$ cat src/design/gwwb_pkg.sv
// Shared widths, command codes and lane handshake types for the gray-world balance block.
// No dependencies.
package gwwb_pkg;

    localparam int unsigned SumW       = 28;
    localparam int unsigned CountW     = 21;
    localparam int unsigned PixW       = 8;
    localparam int unsigned StepW      = 5;
    localparam int unsigned MAX_PIXELS = 1048576;
    localparam int unsigned GrayShift  = 7;
    localparam logic [PixW-1:0] SatMax = 8'd255;

    localparam logic [1:0] CMD_CLEAR   = 2'd0;
    localparam logic [1:0] CMD_ACCUM   = 2'd1;
    localparam logic [1:0] CMD_BALANCE = 2'd2;

    typedef enum logic [1:0] {
        LANE_IDLE,
        LANE_AVG,
        LANE_SCALE,
        LANE_DONE
    } lane_state_t;

    typedef enum logic {
        TOP_IDLE,
        TOP_BUSY
    } top_state_t;

    typedef struct packed {
        logic start;
        logic ack;
    } lane_ctrl_t;

    typedef struct packed {
        logic done;
        logic zero;
    } lane_stat_t;

endpackage

$ cat src/design/gwwb_lane.sv
// One colour channel lane: average by restoring division, then scaling division.
// Depends on gwwb_pkg.
module gwwb_lane (
    input  logic                         clk,
    input  logic                         rst_n,
    input  gwwb_pkg::lane_ctrl_t         ctrl,
    input  logic [gwwb_pkg::PixW-1:0]    value,
    input  logic [gwwb_pkg::SumW-1:0]    sum,
    input  logic [gwwb_pkg::CountW-1:0]  count,
    output gwwb_pkg::lane_stat_t         stat,
    output logic [gwwb_pkg::PixW-1:0]    result
);
    import gwwb_pkg::*;

    lane_state_t       state_reg, state_next;
    logic [SumW-1:0]   rem_reg, rem_next;
    logic [SumW-1:0]   quo_reg, quo_next;
    logic [SumW-1:0]   div_reg, div_next;
    logic [StepW-1:0]  step_reg, step_next;
    logic [PixW-1:0]   value_reg, value_next;
    logic [PixW-1:0]   result_reg, result_next;
    logic              zero_reg, zero_next;

    logic [SumW:0]     trial;
    logic [SumW:0]     diff;
    logic              fits;
    logic [SumW-1:0]   rem_step;
    logic [SumW-1:0]   quo_step;

    // one quotient bit per cycle
    always_comb
    begin
        trial    = {rem_reg, quo_reg[SumW-1]};
        diff     = trial - {1'b0, div_reg};
        fits     = (trial >= {1'b0, div_reg});
        rem_step = fits ? diff[SumW-1:0] : trial[SumW-1:0];
        quo_step = {quo_reg[SumW-2:0], fits};
    end

    always_ff @(posedge clk or negedge rst_n)
    begin
        if (!rst_n)
        begin
            state_reg <= LANE_IDLE;
            zero_reg  <= 1'b0;
        end
        else
        begin
            state_reg <= state_next;
            zero_reg  <= zero_next;
        end
    end

    always_ff @(posedge clk)
    begin
        rem_reg    <= rem_next;
        quo_reg    <= quo_next;
        div_reg    <= div_next;
        step_reg   <= step_next;
        value_reg  <= value_next;
        result_reg <= result_next;
    end

    always_comb
    begin
        state_next  = state_reg;
        rem_next    = rem_reg;
        quo_next    = quo_reg;
        div_next    = div_reg;
        step_next   = step_reg;
        value_next  = value_reg;
        result_next = result_reg;
        zero_next   = zero_reg;
        unique case (state_reg)
            LANE_IDLE:
            begin
                if (ctrl.start)
                begin
                    value_next = value;
                    zero_next  = 1'b0;
                    if (count == '0)
                    begin
                        // empty frame: average taken as zero
                        zero_next   = 1'b1;
                        result_next = SatMax;
                        state_next  = LANE_DONE;
                    end
                    else
                    begin
                        rem_next   = '0;
                        quo_next   = sum;
                        div_next   = {{(SumW-CountW){1'b0}}, count};
                        step_next  = StepW'(SumW - 1);
                        state_next = LANE_AVG;
                    end
                end
            end
            LANE_AVG:
            begin
                rem_next  = rem_step;
                quo_next  = quo_step;
                step_next = step_reg - 1'b1;
                if (step_reg == '0)
                begin
                    if (quo_step == '0)
                    begin
                        zero_next   = 1'b1;
                        result_next = SatMax;
                        state_next  = LANE_DONE;
                    end
                    else
                    begin
                        rem_next   = '0;
                        quo_next   = {{(SumW-PixW-GrayShift){1'b0}}, value_reg,
                                      {GrayShift{1'b0}}};
                        div_next   = quo_step;
                        step_next  = StepW'(SumW - 1);
                        state_next = LANE_SCALE;
                    end
                end
            end
            LANE_SCALE:
            begin
                rem_next  = rem_step;
                quo_next  = quo_step;
                step_next = step_reg - 1'b1;
                if (step_reg == '0)
                begin
                    // saturate
                    result_next = (quo_step > {{(SumW-PixW){1'b0}}, SatMax}) ?
                                  SatMax : quo_step[PixW-1:0];
                    state_next  = LANE_DONE;
                end
            end
            LANE_DONE:
            begin
                if (ctrl.ack)
                begin
                    state_next = LANE_IDLE;
                end
            end
            default:
            begin
                state_next = LANE_IDLE;
            end
        endcase
    end

    assign stat.done = (state_reg == LANE_DONE);
    assign stat.zero = zero_reg;
    assign result    = result_reg;

endmodule

$ cat src/design/gray_world_white_balance_top.sv
// Gray-world white balance: clear and accumulate transfers update the sums and count.
// A balance transfer occupies the block for two 28-step restoring divisions per channel
// lane, plus load and output, then one result is registered. Throughput: one clear or
// accumulate per cycle while idle; no transfer is taken until the balance result loads.
// Reset (rst_n, asynchronous, active low) zeroes sums, count and all valid state.
// Depends on gwwb_pkg and gwwb_lane.
module gray_world_white_balance_top (
    input  logic       clk,
    input  logic       rst_n,
    input  logic       in_valid,
    output logic       in_stall,
    input  logic [1:0] cmd,
    input  logic [7:0] blue_in,
    input  logic [7:0] green_in,
    input  logic [7:0] red_in,
    output logic       out_valid,
    input  logic       out_stall,
    output logic [7:0] blue_out,
    output logic [7:0] green_out,
    output logic [7:0] red_out,
    output logic       avg_zero
);
    import gwwb_pkg::*;

    top_state_t        state_reg, state_next;
    logic [SumW-1:0]   blue_sum_reg, green_sum_reg, red_sum_reg;
    logic [CountW-1:0] count_reg;
    logic              out_valid_reg;
    logic [PixW-1:0]   blue_out_reg, green_out_reg, red_out_reg;
    logic              avg_zero_reg;

    lane_ctrl_t        ctrl;
    lane_stat_t        blue_stat, green_stat, red_stat;
    logic [PixW-1:0]   blue_res, green_res, red_res;
    logic              accept;
    logic              all_done;
    logic              load_out;
    logic              room;

    // Take a transfer only while no balance is in flight.
    assign in_stall = (state_reg != TOP_IDLE);
    assign accept   = in_valid && !in_stall;
    assign all_done = blue_stat.done && green_stat.done && red_stat.done;
    // The output register frees up in the same cycle its result is taken.
    assign room     = !out_valid_reg || !out_stall;
    assign load_out = (state_reg == TOP_BUSY) && all_done && room;

    assign ctrl.start = accept && (cmd == CMD_BALANCE);
    assign ctrl.ack   = load_out;

    always_comb
    begin
        state_next = state_reg;
        unique case (state_reg)
            TOP_IDLE:
            begin
                if (ctrl.start)
                begin
                    state_next = TOP_BUSY;
                end
            end
            TOP_BUSY:
            begin
                if (load_out)
                begin
                    state_next = TOP_IDLE;
                end
            end
            default:
            begin
                state_next = TOP_IDLE;
            end
        endcase
    end

    always_ff @(posedge clk or negedge rst_n)
    begin
        if (!rst_n)
        begin
            state_reg     <= TOP_IDLE;
            blue_sum_reg  <= '0;
            green_sum_reg <= '0;
            red_sum_reg   <= '0;
            count_reg     <= '0;
            out_valid_reg <= 1'b0;
        end
        else
        begin
            state_reg <= state_next;
            if (accept && (cmd == CMD_CLEAR))
            begin
                blue_sum_reg  <= '0;
                green_sum_reg <= '0;
                red_sum_reg   <= '0;
                count_reg     <= '0;
            end
            else if (accept && (cmd == CMD_ACCUM) && (count_reg < CountW'(MAX_PIXELS)))
            begin
                // drop pixels past the limit so no sum can overflow
                blue_sum_reg  <= blue_sum_reg  + {{(SumW-PixW){1'b0}}, blue_in};
                green_sum_reg <= green_sum_reg + {{(SumW-PixW){1'b0}}, green_in};
                red_sum_reg   <= red_sum_reg   + {{(SumW-PixW){1'b0}}, red_in};
                count_reg     <= count_reg + 1'b1;
            end
            if (load_out)
            begin
                out_valid_reg <= 1'b1;
            end
            else if (out_valid_reg && !out_stall)
            begin
                out_valid_reg <= 1'b0;
            end
        end
    end

    // Merge: gather the lane results and the shared zero-average flag.
    always_ff @(posedge clk)
    begin
        if (load_out)
        begin
            blue_out_reg  <= blue_res;
            green_out_reg <= green_res;
            red_out_reg   <= red_res;
            avg_zero_reg  <= blue_stat.zero || green_stat.zero || red_stat.zero;
        end
    end

    gwwb_lane u_blue (
        .clk    (clk),
        .rst_n  (rst_n),
        .ctrl   (ctrl),
        .value  (blue_in),
        .sum    (blue_sum_reg),
        .count  (count_reg),
        .stat   (blue_stat),
        .result (blue_res)
    );

    gwwb_lane u_green (
        .clk    (clk),
        .rst_n  (rst_n),
        .ctrl   (ctrl),
        .value  (green_in),
        .sum    (green_sum_reg),
        .count  (count_reg),
        .stat   (green_stat),
        .result (green_res)
    );

    gwwb_lane u_red (
        .clk    (clk),
        .rst_n  (rst_n),
        .ctrl   (ctrl),
        .value  (red_in),
        .sum    (red_sum_reg),
        .count  (count_reg),
        .stat   (red_stat),
        .result (red_res)
    );

    assign out_valid = out_valid_reg;
    assign blue_out  = blue_out_reg;
    assign green_out = green_out_reg;
    assign red_out   = red_out_reg;
    assign avg_zero  = avg_zero_reg;

endmodule
$ cat config.mk
export PLATFORM = sky130hd
export DESIGN_NAME = gray_world_white_balance_top
export DESIGN_NICKNAME = d
export VERILOG_FILES = /design/src/design/gwwb_pkg.sv /design/src/design/gwwb_lane.sv /design/src/design/gray_world_white_balance_top.sv
export SDC_FILE = /design/constraint.sdc
export NUM_CORES = 1
export LEC_CHECK = 0
export BUFFER_PORTS_ARGS = -buffer_cell sky130_fd_sc_hd__buf_2
export CORE_UTILIZATION = 50
export CTS_CLUSTER_DIAMETER = 100
export DETAILED_ROUTE_END_ITERATION = 12
export GPL_TIMING_DRIVEN = 0
export MAX_ROUTING_LAYER = met4
export PLACE_DENSITY = 0.66
export SLEW_MARGIN = 20
export SYNTH_ARGS = -nofsm -noshare
export SYNTH_HDL_FRONTEND = slang
export SYNTH_SLANG_ARGS = --single-unit
$ cat constraint.sdc
create_clock -name clk -period 6.55 [get_ports clk]
set_clock_uncertainty 0.2 [all_clocks]
set_input_delay 1.6375 -clock clk [delete_from_list [all_inputs] [get_ports clk]]
set_output_delay 1.6375 -clock clk [all_outputs]
set_load 0.005 [all_outputs]
==> results of run 1 <==
==> Yosys cell counts, types with 5 or more instances <==
master	n	area, um^2
edfxtp_1	340	10210
buf_1	8	30.03
or2_2	7	43.79
nand4_1	19	118.9
nor3_1	35	175.2
mux2_2	57	641.9
fa_1	6	120.1
xor2_1	49	429.2
o22ai_1	5	31.28
o31ai_1	11	82.58
ha_1	125	1564
buf_2	24	120.1
nand3_1	55	275.3
nand2b_1	42	262.8
and2_1	33	206.5
and4_1	7	61.31
a21boi_0	5	37.54
nor2_1	197	739.5
a221o_1	18	180.2
nor4_1	46	287.8
o21ai_0	136	680.7
a31oi_1	16	100.1
clkbuf_1	67	251.5
o211ai_1	9	67.56
and2_0	6	37.54
and3_1	20	125.1
dfrtp_1	116	2903
or3_1	29	181.4
o21ai_1	5	25.02
o21a_1	11	82.58
a22o_1	40	350.3
inv_1	181	679.4
a211o_1	6	52.55
a211oi_1	22	165.2
a21o_1	41	307.8
mux2i_1	30	300.3
o21bai_1	20	150.1
xnor2_1	97	849.6
nor2b_1	30	187.7
a21oi_1	186	930.9
nand2_1	206	773.2
==> layer usage <==
metal | up-vias | global-route usage (%) | wire [um]
met2 | 639 | 39.40 | 29420
met3 | 99 | 3.825 | 4191
li1 | 9066 | - | -
met4 | 0 | 7.052 | 1587
met1 | 9237 | 36.44 | 30530
met5 | - | - | 0
==> stage by stage <==
step / hold slack [ps] / utilization, % / worst slack [ps] / std cells
after global placement: 203.3 / 53.01 / -1920 / 3161
final: 217.6 / 57.00 / 2140 / 3267
after CTS: 218.7 / 56.99 / 2131 / 3265
after floorplan: 200.3 / - / 354.7 / 2434
after detailed placement: 204.5 / 53.62 / 1834 / 3171
after global routing: 224.4 / 57.00 / 1870 / 3267
==> worst register-to-register path, delay by kind of cell (launching register included) <==
family,cells,cell delay (ps)
simple gates,7,1940
buf+inv,2,610
compound gates,1,550
flops,1,430
fa+ha+maj,1,300
==> cells by family after synthesis <==
| logic type | count (synthesis) | share of synthesized area [%] |
|---|---|---|
| AO/OA/AOI/OAI | 574 | 14.40 |
| XOR/XNOR | 146 | 5.018 |
| adder cells (fa/ha/maj) | 131 | 6.609 |
| buffers and inverters | 285 | 4.395 |
| flip-flops | 456 | 51.46 |
| multiplexers | 87 | 3.698 |
| AND/OR/NAND/NOR | 755 | 14.42 |
==> worst max path at each step <==
| stage | to | slack (ps) | depth (start not counted) |
|---|---|---|---|
| floorplan | u_blue.quo_reg[0] | 350 | 5 |
| global placement | u_blue.rem_reg[16] | -1920 | 5 |
| detailed placement | green_sum_reg[26] | 1830 | 13 |
| CTS | u_green.div_reg[15] | 2130 | 11 |
| global route | u_green.div_reg[15] | 1870 | 11 |
| finish | u_green.div_reg[23] | 2140 | 11 |
==> cell type report <==
| class | count | area [um^2] | area share (%) |
|---|---|---|---|
| multi-input cells | 1693 | 11300 | 39.52 |
| well taps | 672 | 840.8 | 2.940 |
| clock buffers | 65 | 1359 | 4.751 |
| repair buffers | 65 | 525.5 | 1.838 |
| diodes | 2 | 5.005 | 0.01750 |
| clock inverters | 29 | 332.8 | 1.164 |
| flip-flops and latches | 456 | 13110 | 45.85 |
| plain buffers | 104 | 440.4 | 1.540 |
| inverters | 181 | 679.4 | 2.376 |
==> reports/results.txt, run 1 <==
Status = finished clean
Crit path DAT = 4430 ps
Initial antenna violation count = 4
Max_cap viols = 0
Fill cell total of the finished layout = 4238
Initial Utilization = 50.79%
Nets = 2712
Most common cell after layout, fill and taps aside = edfxtp_1
Port bufs = 55
Final Max Slew Viols = 0
Commonest non-fill, non-tap cells in the layout = edfxtp_1, nand2_1, nor2_1, a21oi_1, inv_1
Syn Inst Count = 2434
Vias in the first global route = 18378
Kind of critical path = flop to flop
Hold depth = 0
Share of cells above drive strength 1 = 9.718%
Hold path endpoint = blue_out[7]
Synth Net Count = 2595
Routed length per instance = 20.12 um
Slew headroom = 34.55%
Critical Path Start = u_green.rem_reg[13]
Worst r2r path cells = 11
CTS max path bufs = 3
Fmax = 0.2267 GHz
Area grow syn2layout = 12.24%
Gr ovfl total = 0
Crit path max fanout = 28
Worst-path clk slew = 60 ps
WP buf/inv = 2
Top FF cell, synth = edfxtp_1
PostCTS Resize Cnt = 0
GRT Util Overall = 25.98%
Global-route wire length before repair = 103200 um
Placed inst area = 0.02690 mm^2
H-tree levels = 2
Post-synth EDFFs = 340
Iter 0 DRT Violations = 1514
HP Class = flop to flop
CTS tree = yes
Post-Syn Area = 0.02548 mm^2
Synth Area per Inst = 10.47 um^2
Worst setup EP type = flop
Largest net degree at the start of global routing = 60
Period utilisation layout = 67.33%
Cell variety after synth = 77
Post-route ant nets = 0
Routability cong. = 0.9159
R2r startpoint = u_green.rem_reg[13]
Hold path start = u_blue.result[7]
I/O pin count = 57
CP Cell Sequence = ha_1 -> clkbuf_1 -> nand4_1 -> nor3_1 -> nand4_1 -> and3_2 -> a221oi_4 -> nor2_1 -> buf_2 -> nand3_1 -> and3_2
Largest stage delay, worst path = 610 ps
TritonCTS Buffers = 50
Reg2Reg Setup Slack = 2140 ps
Async S/R FF share, synth = 25.44%
Total number of vias = 19041
Register area share after synthesis = 51.46%
Worst setup SP type = flop
CP max stage cell = and3_2
Total negative slack = 0 ps
Chip Width = 227.7 um
DRC = 0
Die Ht = 227.7 um
FF-to-FF End = u_green.div_reg[23]
DP HPWL = 48190 um
Synth warnings = 0
Setup Buffers After CTS = 0
Vias per inst = 5.828
Setup-failing EPs final = 0
Worst slew pin tran = 980.0 ps
CTS root buf = clkbuf_16
Hold Violations, Final = 0
DR pass1 iterations = 5
Core area = 0.05017 mm^2
FF+latch count, synth = 456
CTS sink count = 456
Hold_buf cts = 0
Post-Route WL = 65730 um
Top delay family on crit path = simple AND/OR/NAND/NOR gates
RSZ-0062 raised after global routing = no
Final Critical Period = 4410 ps
Std-Cell Rows = 82
Finished layout cell area = 0.02860 mm^2
Clk_lat worst skew = 610 ps
Die ar. = 0.05187 mm^2
WP data required = 6570 ps
Power of run 1 is left out: the tool's default activity adds up to more than one toggle a clock period on the data nets, which glitch-free logic cannot reach.
==> run 2, diff against run 1 <==
==> constraint.sdc (replaced) <==
create_clock -name clk -period 4.05 [get_ports clk]
set_clock_uncertainty 0.2 [all_clocks]
set_input_delay 1.0125 -clock clk [delete_from_list [all_inputs] [get_ports clk]]
set_output_delay 1.0125 -clock clk [all_outputs]
set_load 0.005 [all_outputs]
==> run 2 against run 1 <==
Against the previous run:
- critical path depth increased by 2
- non-clock buffer count unchanged
- wire length up 0.73%
- largest cell class unchanged
==> reports/results.txt, run 2 (synthesized netlist as in run 1, its figures left out) <==
Final Max Slew Viols = 0 (unchanged)
Met2 Use GR = 39.76% (+0.36 points)
CTS max path bufs = 3 (unchanged)
Initial Utilization = 50.79% (unchanged)
CP max stage cell = o31ai_2
Largest stage delay, worst path = 420 ps (-190 ps)
Slew headroom = 27.19% (-7.4 points)
Global-route wire length before repair = 103600 um (+0.38%)
Setup-failing EPs final = 0 (unchanged)
Crit path DAT = 4110 ps (-320 ps)
Max_cap viols = 0 (unchanged)
Area grow syn2layout = 12.46%
Finished layout cell area = 0.02866 mm^2 (+0.20%)
Initial antenna violation count = 3 (-1)
H-tree levels = 2 (unchanged)
Share of cells above drive strength 1 = 10.02% (+0.30 points)
Top delay family on crit path = compound AO/OA/AOI/OAI gates
Placed Cells = 3171 (unchanged)
Nets = 2714 (+0.074%)
DP HPWL = 48180 um (about the same)
Total number of vias = 19180 (+0.73%)
Placed inst area = 0.02689 mm^2 (about the same)
GRT Util Overall = 26.08% (+0.097 points)
Largest net degree at the start of global routing = 88 (+47%)
WP buf/inv = 3 (+1)
CP Cell Sequence = inv_1 -> ha_1 -> nor2b_1 -> o31ai_2 -> a21oi_1 -> o21ai_1 -> a21o_1 -> a21oi_2 -> buf_2 -> o31ai_2 -> nand2_2 -> buf_2 -> nor2_1
Worst-path clk slew = 60 ps (about the same)
Vias in the first global route = 18485 (+0.58%)
TritonCTS Buffers = 51 (+2.0%)
Most common cell after layout, fill and taps aside = edfxtp_1
Clk_lat worst skew = 610 ps (about the same)
GR Layer Usage met1 = 36.59% (+0.15 points)
Worst slew pin tran = 1090 ps (+110.1 ps)
WP data required = 4290 ps (-2280 ps)
Std-Cell Rows = 82 (unchanged)
Die Ht = 227.7 um (unchanged)
Gr ovfl total = 0 (unchanged)
Reg2Reg Setup Slack = 180 ps (-1960 ps)
Kind of critical path = flop to flop
DR pass1 iterations = 6 (+1)
Fill cell total of the finished layout = 4225 (-0.31%)
Final Critical Period = 3867 ps (-543.3 ps)
Core area = 0.05017 mm^2 (unchanged)
Total negative slack = 0 ps (unchanged)
Routed length per instance = 20.25 um (+0.67%)
Fmax = 0.2586 GHz (+14%)
DRC = 0 (unchanged)
Post-route ant nets = 0 (unchanged)
Commonest non-fill, non-tap cells in the layout = edfxtp_1, nand2_1, nor2_1, a21oi_1, inv_1
Worst setup EP type = flop
CTS sink count = 456 (unchanged)
Worst setup SP type = flop
Chip Width = 227.7 um (unchanged)
Post-Route WL = 66210 um (+0.73%)
Gr busiest metal = met2
Status = finished clean
Vias per inst = 5.867 (+0.67%)
Period utilisation layout = 95.48% (+28 points)
RSZ-0062 raised after global routing = no
Post-route non-filler standard cell count = 3269 (+0.061%)
I/O pin count = 57 (unchanged)
Die ar. = 0.05187 mm^2 (unchanged)
CTS tree = yes
Hold Violations, Final = 0 (unchanged)
Iter 0 DRT Violations = 1753 (+16%)
Routability cong. = 0.9223 (+0.70%)
HP Class = input pin to asynchronous set/reset pin
M3 GR Usage = 3.275% (-0.55 points)
Port bufs = 55 (unchanged)
Crit path max fanout = 10 (-64%)
CTS root buf = clkbuf_16
[run 2: path summary, 6_finish.rpt]
kind / depth (start not counted) / endpoint / startpoint
min in group clk: 0 / green_out[1] / u_green.result[1]
setup reg to reg: 13 / u_red.rem_reg[25] / u_red.div_reg[1]
setup / recovery: 13 / u_red.rem_reg[25] / u_red.div_reg[1]
max in group asynchronous: 2 / red_sum_reg[23] / rst_n
hold / removal: 1 / blue_sum_reg[3] / rst_n
hold reg to reg: 0 / green_out[1] / u_green.result[1]
[run 2: what timing repair did]
| action | CTS | global route |
|---|---|---|
| setup endpoints to repair | 83 | 90 |
| hold buffers | 0 | 0 |
| resized for setup | 4 | 7 |
| pin swaps | 2 | 0 |
| cloned | 1 | 0 |
| buffers inserted | 1 | 0 |
[run 2: final cells by class]
type	count	area, um^2	area share [%]
antenna	2	5.005	0.01747
buffer	103	437.9	1.528
clock buffer	66	1343	4.685
clock inverter	29	370.4	1.292
inverter	181	679.4	2.371
multi-input combinational	1694	11350	39.59
sequential	456	13110	45.76
tap	672	840.8	2.934
timing repair buffer	66	520.5	1.816
[run 2: metrics by stage]
stage	hold slack [ps]	utilization [%]	worst slack, ps
3_3_place_gp	203.5	53.03	-1026
2_1_floorplan	200.3	-	133.4
4_1_cts	59.49	57.06	23.34
6_report	81.78	57.12	183.1
3_5_place_dp	204.5	53.60	-337.9
5_1_grt	74.78	57.12	11.27
[run 2: per-layer routing]
| metal | share of wire (%) | up-vias |
|---|---|---|
| met5 | 0 | - |
| met4 | 2.6 | 0 |
| met3 | 6.8 | 120 |
| met2 | 45 | 650 |
| met1 | 46 | 9357 |
| li1 | - | 9053 |
Power of run 2 is left out for the same reason.
